$ cat config.mk
export PLATFORM = sky130hd
export DESIGN_NAME = k_sorted_stream_sorter
export DESIGN_NICKNAME = d
export VERILOG_FILES = /design/src/hw/rtl/kss_pkg.sv /design/src/hw/rtl/k_sorted_stream_sorter.sv /design/src/hw/rtl/kss_ctrl.sv /design/src/hw/rtl/kss_datapath.sv
export SDC_FILE = /design/constraint.sdc
export NUM_CORES = 2
export LEC_CHECK = 0
export BUFFER_PORTS_ARGS = -buffer_cell sky130_fd_sc_hd__buf_4
export CAP_MARGIN = 20
export CORE_UTILIZATION = 40
export DETAILED_ROUTE_END_ITERATION = 10
export PLACE_DENSITY = 0.57
export SLEW_MARGIN = 15
export SYNTH_ARGS = -nofsm -noshare
export SYNTH_HDL_FRONTEND = slang
export SYNTH_SLANG_ARGS = --single-unit
$ cat constraint.sdc
create_clock -name i_clk -period 7.1 [get_ports i_clk]
set_input_delay 1.775 -clock i_clk [delete_from_list [all_inputs] [get_ports i_clk]]
set_output_delay 1.775 -clock i_clk [all_outputs]
set_load 0.01 [all_outputs]
$ cat src/hw/rtl/kss_pkg.sv
// shared types and constants for the k-sorted stream sorter
package kss_pkg;

    localparam int DATA_W = 32;
    localparam int KREG_W = 5;
    localparam int APB_AW = 3;
    localparam int APB_DW = 32;

    // register index taken from paddr[2]
    localparam logic REG_WINDOW_K = 1'b0;

    // commands from controller to datapath
    typedef struct packed {
        logic insert;
        logic pop;
        logic drain;
    } t_dp_cmd;

    // status from datapath to controller
    typedef struct packed {
        logic over_k;
        logic last_one;
        logic out_free;
    } t_dp_status;

endpackage

$ cat src/hw/rtl/k_sorted_stream_sorter.sv
// Sorter for k-sorted streams of signed 32-bit words. Each accepted word is
// inserted into an ascending window of K_MAX+2 registers; then, if the
// window holds more than min(window_k, K_MAX)+1 words, its minimum moves to
// the output register once that register is free. A word with last is
// inserted and then the whole window drains, lowest first, the final word
// flagged with run_end and array_end. The window row does one insert or one
// removal per cycle; removals, in the check and drain steps, wait while the
// output register is stalled. The input accepts a new word while a result
// still waits in the output register.
// window_k sits at APB address 0 and should be written only while idle.
module k_sorted_stream_sorter import kss_pkg::*; #(
    parameter int K_MAX = 31
) (
    input  logic                     i_clk,
    input  logic                     i_rst_n,
    input  logic                     psel,
    input  logic                     penable,
    input  logic                     pwrite,
    input  logic [APB_AW-1:0]        paddr,
    input  logic [APB_DW-1:0]        pwdata,
    output logic [APB_DW-1:0]        prdata,
    output logic                     pready,
    input  logic                     i_in_valid,
    output logic                     o_in_stall,
    input  logic signed [DATA_W-1:0] i_value,
    input  logic                     i_last,
    output logic                     o_out_valid,
    input  logic                     i_out_stall,
    output logic signed [DATA_W-1:0] o_sorted_value,
    output logic                     o_run_end,
    output logic                     o_array_end
);

    logic [KREG_W-1:0] r_window_k;
    t_dp_cmd           w_cmd;
    t_dp_status        w_status;

    // configuration register
    assign pready = 1'b1;
    assign prdata = (paddr[2] == REG_WINDOW_K) ? APB_DW'(r_window_k) : '0;

    always_ff @(posedge i_clk) begin
        if (!i_rst_n) begin
            r_window_k <= '0;
        end else if (psel && penable && pwrite && (paddr[2] == REG_WINDOW_K)) begin
            r_window_k <= pwdata[KREG_W-1:0];
        end
    end

    // controller
    kss_ctrl u_ctrl (
        .i_clk      (i_clk),
        .i_rst_n    (i_rst_n),
        .i_in_valid (i_in_valid),
        .i_last     (i_last),
        .i_status   (w_status),
        .o_in_stall (o_in_stall),
        .o_cmd      (w_cmd)
    );

    // datapath
    kss_datapath #(
        .K_MAX (K_MAX)
    ) u_datapath (
        .i_clk          (i_clk),
        .i_rst_n        (i_rst_n),
        .i_cmd          (w_cmd),
        .i_value        (i_value),
        .i_window_k     (r_window_k),
        .i_out_stall    (i_out_stall),
        .o_status       (w_status),
        .o_out_valid    (o_out_valid),
        .o_sorted_value (o_sorted_value),
        .o_run_end      (o_run_end),
        .o_array_end    (o_array_end)
    );

`ifndef SYNTHESIS
    a_insert_pop_excl: assert property (@(posedge i_clk) disable iff (!i_rst_n)
        !(w_cmd.insert && w_cmd.pop))
        else $error("insert and pop issued together");

    a_pop_needs_slot: assert property (@(posedge i_clk) disable iff (!i_rst_n)
        w_cmd.pop |-> w_status.out_free)
        else $error("pop while output register is held");

    a_accept_then_busy: assert property (@(posedge i_clk) disable iff (!i_rst_n)
        (i_in_valid && !o_in_stall) |=> o_in_stall)
        else $error("word accepted on consecutive cycles");

    a_array_end_run_end: assert property (@(posedge i_clk) disable iff (!i_rst_n)
        (o_out_valid && o_array_end) |-> o_run_end)
        else $error("array end without run end");
`endif

endmodule

$ cat src/hw/rtl/kss_ctrl.sv
// controller state machine: accept, emit check and drain sequencing
module kss_ctrl import kss_pkg::*; (
    input  logic       i_clk,
    input  logic       i_rst_n,
    input  logic       i_in_valid,
    input  logic       i_last,
    input  t_dp_status i_status,
    output logic       o_in_stall,
    output t_dp_cmd    o_cmd
);

    typedef enum logic [2:0] {
        ST_IDLE  = 3'b001,
        ST_CHECK = 3'b010,
        ST_DRAIN = 3'b100
    } t_state;

    t_state r_state;
    t_state n_state;
    logic   w_accept;

    assign o_in_stall = (r_state != ST_IDLE);
    assign w_accept   = i_in_valid && (r_state == ST_IDLE);

    // next state and datapath commands
    always_comb begin
        n_state      = r_state;
        o_cmd.insert = 1'b0;
        o_cmd.pop    = 1'b0;
        o_cmd.drain  = 1'b0;
        case (r_state)
            ST_IDLE: begin
                if (w_accept) begin
                    o_cmd.insert = 1'b1;
                    n_state      = i_last ? ST_DRAIN : ST_CHECK;
                end
            end
            ST_CHECK: begin
                if (!i_status.over_k) begin
                    n_state = ST_IDLE;
                end else if (i_status.out_free) begin
                    o_cmd.pop = 1'b1;
                    n_state   = ST_IDLE;
                end
            end
            ST_DRAIN: begin
                o_cmd.drain = 1'b1;
                if (i_status.out_free) begin
                    o_cmd.pop = 1'b1;
                    if (i_status.last_one) begin
                        n_state = ST_IDLE;
                    end
                end
            end
            default: begin
                n_state = ST_IDLE;
            end
        endcase
    end

    // state register
    always_ff @(posedge i_clk) begin
        if (!i_rst_n) begin
            r_state <= ST_IDLE;
        end else begin
            r_state <= n_state;
        end
    end

endmodule

$ cat src/hw/rtl/kss_datapath.sv
// datapath: sorted window register row, fill count and output word register
module kss_datapath import kss_pkg::*; #(
    parameter int K_MAX = 31
) (
    input  logic                     i_clk,
    input  logic                     i_rst_n,
    input  t_dp_cmd                  i_cmd,
    input  logic signed [DATA_W-1:0] i_value,
    input  logic [KREG_W-1:0]        i_window_k,
    input  logic                     i_out_stall,
    output t_dp_status               o_status,
    output logic                     o_out_valid,
    output logic signed [DATA_W-1:0] o_sorted_value,
    output logic                     o_run_end,
    output logic                     o_array_end
);

    localparam int DEPTH = K_MAX + 2;
    localparam int CW    = $clog2(DEPTH + 1);
    localparam int TW    = ((CW > KREG_W) ? CW : KREG_W) + 1;

    logic signed [DATA_W-1:0] r_win [DEPTH];
    logic signed [DATA_W-1:0] n_win [DEPTH];
    logic [DEPTH-1:0]         w_gt;
    logic [CW-1:0]            r_count;
    logic [TW-1:0]            w_k_ext;
    logic [TW-1:0]            w_effk;
    logic [TW-1:0]            w_thr;
    logic                     r_out_valid;
    logic signed [DATA_W-1:0] r_out_value;
    logic                     r_out_run_end;
    logic                     r_out_array_end;
    logic                     w_fin;

    // effective k saturates at K_MAX; emit when count exceeds k+1
    assign w_k_ext = TW'(i_window_k);
    assign w_effk  = (w_k_ext > TW'(K_MAX)) ? TW'(K_MAX) : w_k_ext;
    assign w_thr   = w_effk + TW'(1);

    assign o_status.over_k   = (TW'(r_count) > w_thr);
    assign o_status.last_one = (r_count == CW'(1));
    assign o_status.out_free = !r_out_valid || !i_out_stall;

    // insertion: entries above the new value and empty slots shift up by one
    always_comb begin
        for (int i = 0; i < DEPTH; i++) begin
            w_gt[i] = (CW'(i) >= r_count) || (r_win[i] > i_value);
        end
        n_win[0] = w_gt[0] ? i_value : r_win[0];
        for (int i = 1; i < DEPTH; i++) begin
            if (!w_gt[i]) begin
                n_win[i] = r_win[i];
            end else if (w_gt[i-1]) begin
                n_win[i] = r_win[i-1];
            end else begin
                n_win[i] = i_value;
            end
        end
    end

    // window row: insert or pop the minimum
    always_ff @(posedge i_clk) begin
        if (i_cmd.insert) begin
            for (int i = 0; i < DEPTH; i++) begin
                r_win[i] <= n_win[i];
            end
        end else if (i_cmd.pop) begin
            for (int i = 0; i < DEPTH - 1; i++) begin
                r_win[i] <= r_win[i+1];
            end
        end
    end

    // fill count
    always_ff @(posedge i_clk) begin
        if (!i_rst_n) begin
            r_count <= '0;
        end else if (i_cmd.insert) begin
            r_count <= r_count + CW'(1);
        end else if (i_cmd.pop) begin
            r_count <= r_count - CW'(1);
        end
    end

    // output word register
    assign w_fin = i_cmd.drain && (r_count == CW'(1));

    always_ff @(posedge i_clk) begin
        if (!i_rst_n) begin
            r_out_valid <= 1'b0;
        end else if (i_cmd.pop) begin
            r_out_valid <= 1'b1;
        end else if (!i_out_stall) begin
            r_out_valid <= 1'b0;
        end
    end

    always_ff @(posedge i_clk) begin
        if (i_cmd.pop) begin
            r_out_value     <= r_win[0];
            r_out_run_end   <= !i_cmd.drain || w_fin;
            r_out_array_end <= w_fin;
        end
    end

    assign o_out_valid    = r_out_valid;
    assign o_sorted_value = r_out_value;
    assign o_run_end      = r_out_run_end;
    assign o_array_end    = r_out_array_end;

endmodule
Word-level counts from Yosys, hierarchy flattened
Memory sizes are Yosys's and may differ from the RTL's.
Cells that the tools add are included.
- reduce and logical (&&, ||, !) cells: 45
- mux-type cells: 121
- $add $sub $neg: 3
- eq/ne operators: 10
- bitwise logic cells: 33
- $lt $le $gt $ge: 68
- operators with widths (cell ; number):
    $mux 32 ; 97
    $gt 32x32->1 ; 33
    $ge 5x6->1 const A ; 16
    $ge 4x6->1 const A ; 8
    $logic_or 1x1->1 ; 35
    $or 1x1->1 ; 32
    $ge 3x6->1 const A ; 4
    $mux 3 ; 6
    $ge 1x6->1 const A ; 2
    $ge 2x6->1 const A ; 2
    $mux 1 ; 12
    $mux 6 ; 2
    $mux 5 ; 2
    $pmux 3 s3 ; 1
    $ne 2x1->1 const B ; 4
    $add 7x1->7 const B ; 1
    $gt 6x7->1 ; 1
    $add 6x1->6 const B ; 1
    $eq 6x1->1 const B ; 1
    $ge 6x6->1 const A ; 1
    $sub 6x1->6 const B ; 1
    $gt 5x5->1 const B ; 1
    $logic_and 1x1->1 ; 5
    $reduce_and 4->1 ; 1
    other kinds (9) ; 11
- output and inout bits: 69
- memory bits (writable): 1056
- flip-flop bits (word level): 49
- input port bits: 75
- memories kept: 1
- memories (memory ; depth ; width ; read ports ; clocked after memory_dff ; wr ports ; RTL line ; source):
    u_datapath.r_win ; 33 ; 32 ; 33 ; 0 ; 33 ; kss_datapath.sv:22 ; logic signed [DATA_W-1:0] r_win [DEPTH];

Logic depth before layout (Yosys ltp)
- depth in word-level cells: 10
- mapped depth: 18
- mapped depth without buffers: 15

By module
From an unflattened synthesis, not the netlist that was laid out.
- cells, all modules: 7793
- area total of the unflattened synthesis: 79221.0 um2
- modules (own cells, without submodules) (module ; area each (um2) ; cells each ; sequential area each (um2) ; times used):
    kss_datapath ; 78571.6 ; 7715 ; 32871.5 ; 1
    k_sorted_stream_sorter ; 474.2 ; 58 ; 100.1 ; 1
    kss_ctrl ; 175.2 ; 20 ; 60.1 ; 1

Least setup slack after synthesis
No wires, ideal clock.
- kind: input -> register
- start: input port i_value[15]
- end: memory u_datapath.r_win[14][0] (netlist: u_datapath.r_win[3][64]) (enable)
- arrival: 6815 ps
- slack: -181 ps
- required time: 6634 ps
- stages on the path: 13
- cell sequence: buf_6 > inv_1 > ha_1 > nand4_1 > or4_1 > a21oi_1 > nor3_1 > o21a_1 > o2111a_1 > o31a_1 > buf_2 > buf_6 > o21ai_0
- RTL lines (item ; RTL line ; source):
    start, declared ; k_sorted_stream_sorter.sv:25 ; input logic signed [DATA_W-1:0] i_value,
    end, declared ; kss_datapath.sv:22 ;

==> qor.yml <==
status: "completed"
die_h_um: 441.0
fin_skew_ps: 41.38
grt_busiest_layer: "met2"
drt_wl_total_um: 317000
fmax_ghz: 0.1532
drc: 0
cts.sinks: 1105
start_util_pct: 40.41
path_class: "flop to flop"
synth_cell_types: 78
dp_slack_ps: 890.6
numCtsBuffers: 136
min_from: "u_datapath.r_win[0][22]"
vias_per_cell: 6.593
yosysWarnings: 0
cts_tree: "built"
pwr_density_cell_nw_per_um2: 237.9
grt_usage_pct: 31.89
dp_hpwl_um: 226600
antenna_found_initial: 9
async_reset_ff_share_pct: 0
cts_max_path_buffers: 3
globalRouteMet1Util_pct: 40.97
coreArea_sq_um: 190800
period_share_pct: 91.93
r2r-start: "r_window_k[1]"
ys_seq_elements: 1105
synth_edf_count: 1090
design.die.area_sq_um: 194500
clkTransAtPathRegs_ps: 60
finalHoldViolCount: 0
worstMarginPinSlew_ps: 1212
critPathLaunch: "r_window_k[1]"
post_cts_buffers: 0
antenna_left: 0
netlist_instances: 7754
cts_root_buf: "clkbuf_16"
avgSynthCellArea_sq_um: 9.943
drv_cap: 0
post_cts_resized: 0
relSlewSlack_pct: 18.30
fin_hold_ws_ps: 493.9
leakagePower_nw: 33.06
io_pins: 144
reg2reg_slack_ps: 570
insertion_delay_ps: 810
hold_class: "flop to flop"
holdBufCountCts: 0
startpoint_type: "flop"
synth_top_flop_cell: "edfxtp_1"
n_fill_cell: 18050
nNetsFinal: 8894
mostFrequentLayoutCells: "nand2_1 (1132), edfxtp_1 (1090), ha_1 (1067)"
fp-row-count: 160
end_kind: "flop"
grt_max_degree: 205
vias: 68390
grt_pass1_vias: 65650
power_mw: 20.50
final-seq-area_sq_um: 33030
ys_seq_area_share_pct: 42.84
timing.final.ws_setup_ps: 573.1
drtIter0Drc: 8197
globalRouteOverflowTotal: 0
critical_path_arrival_ps: 7030
syn_area_sq_um: 77100
yosysTopAreaCell: "edfxtp_1"
h-tree-depth: 4
finalSetupViolations: 0
grt_pass1_wl_um: 454700
ir_worst_vdd_v: 0.0001480
synth_top_area_share_pct: 42.45
setup_tns_ps: 0
die_w_um: 441.0
final_common_cell: "nand2_1"
required_ps: 7610
routabilityCongestion: 0.9973
met2_usage_pct: 48.55
wl_per_cell_um: 30.56
drive_gt1_share_pct: 9.237
multiInputGateArea_sq_um: 41780
io_buffers: 86
area_delta_synth_final_pct: 11.79
synth.area.top_cells: "edfxtp_1 (42%), ha_1 (17%), o211ai_1 (7.9%), nand3_1 (5.9%), nand2_1 (5.8%)"
slew_violations: 0
rsz0062_at_grt: "no"
met3_usage_pct: 6.365
first_pass_iters: 7
fin_crit_ps: 6527
crit_path_max_fanout: 81
==> cell families after synthesis <==
logic type | after synthesis | synth area share [%]
AOI/OAI and AO/OA | 1916 | 16.49
xor gates and xnor gates | 11 | 0.1250
adders and majority gates | 1067 | 17.32
buffers and inverters | 659 | 3.856
DFF | 1105 | 42.84
muxes | 229 | 3.025
other | 2 | 0.009741
and+or+nand+nor | 2765 | 16.34
==> layout make-up <==
class	instances	area share (%)
Timing Repair Buffer	381	4.189
Clock inverter	72	0.6199
Inverter	112	0.4965
Antenna cell	3	0.008710
Tap cell	2511	3.645
Sequential cell	1105	38.32
Clock buffer	174	4.248
Multi-Input combinational cell	6016	48.47
==> power breakdown <==
group	switching (mW)	total, mW	leakage (nW)	internal [mW]
clock	3.00	6.86	2.06	3.86
sequential	0.892	9.15	10.5	8.26
combinational	2.82	4.50	20.5	1.68
==> worst paths after layout <==
path,end,depth (start not counted)
max,u_datapath.r_win[5][106],14
min,u_datapath.o_sorted_value[22],0
max reg2reg,u_datapath.r_win[5][106],14
min reg2reg,u_datapath.o_sorted_value[22],0
==> per-stage QoR <==
step	utilization (%)	cell area (sq um)	std cells
5_1_grt	45.18	86190	10370
4_1_cts	45.13	86100	10370
2_1_floorplan	-	77200	7780
3_3_place_gp	42.83	81710	10120
6_report	45.18	86190	10370
3_5_place_dp	42.93	81910	10120
==> flip-flops by register name, summed over array words and instances (netlist names) <==
register / flops
u_datapath.o_array_end: 1
u_datapath.r_win: 1056
u_datapath.o_sorted_value: 32
u_datapath.o_out_valid: 1
u_datapath.r_count: 6
u_datapath.o_run_end: 1
r_window_k: 5
u_ctrl.r_state: 3
==> worst max-delay path: stages (launching register included) <==
cell and delay [ps]:
dfxtp_1 400, ha_1 210, nand3_1 100, xor2_1 570, ha_1 370, nand4_1 100, o22ai_1 270, nor4b_2 980
o41ai_2 500, nand2_1 230, nand2_4 220, inv_8 360, buf_4 800, buf_4 690, o21ai_0 200
==> per-layer routing <==
metal,wire length (um),up-vias
met5,0,-
li1,-,29900
met1,123800,33780
met3,30540,885
met4,24190,0
met2,138400,3826
==> cells in the mapped netlist (all sizes together), types with 28 or more instances <==
cell    count
a211oi     30
a21boi     32
a21o       69
a21oi     584
a31oi      35
and4       35
buf       198
clkbuf    349
edfxtp   1090
ha       1067
inv       112
mux2       32
mux2i     197
nand2    1182
nand3     915
nand4     163
nor2      274
nor2b      48
nor3       38
nor4       28
o211ai    807
o21ai     179
o221ai     28
No activity file was read; power rests on OpenSTA's default activity.
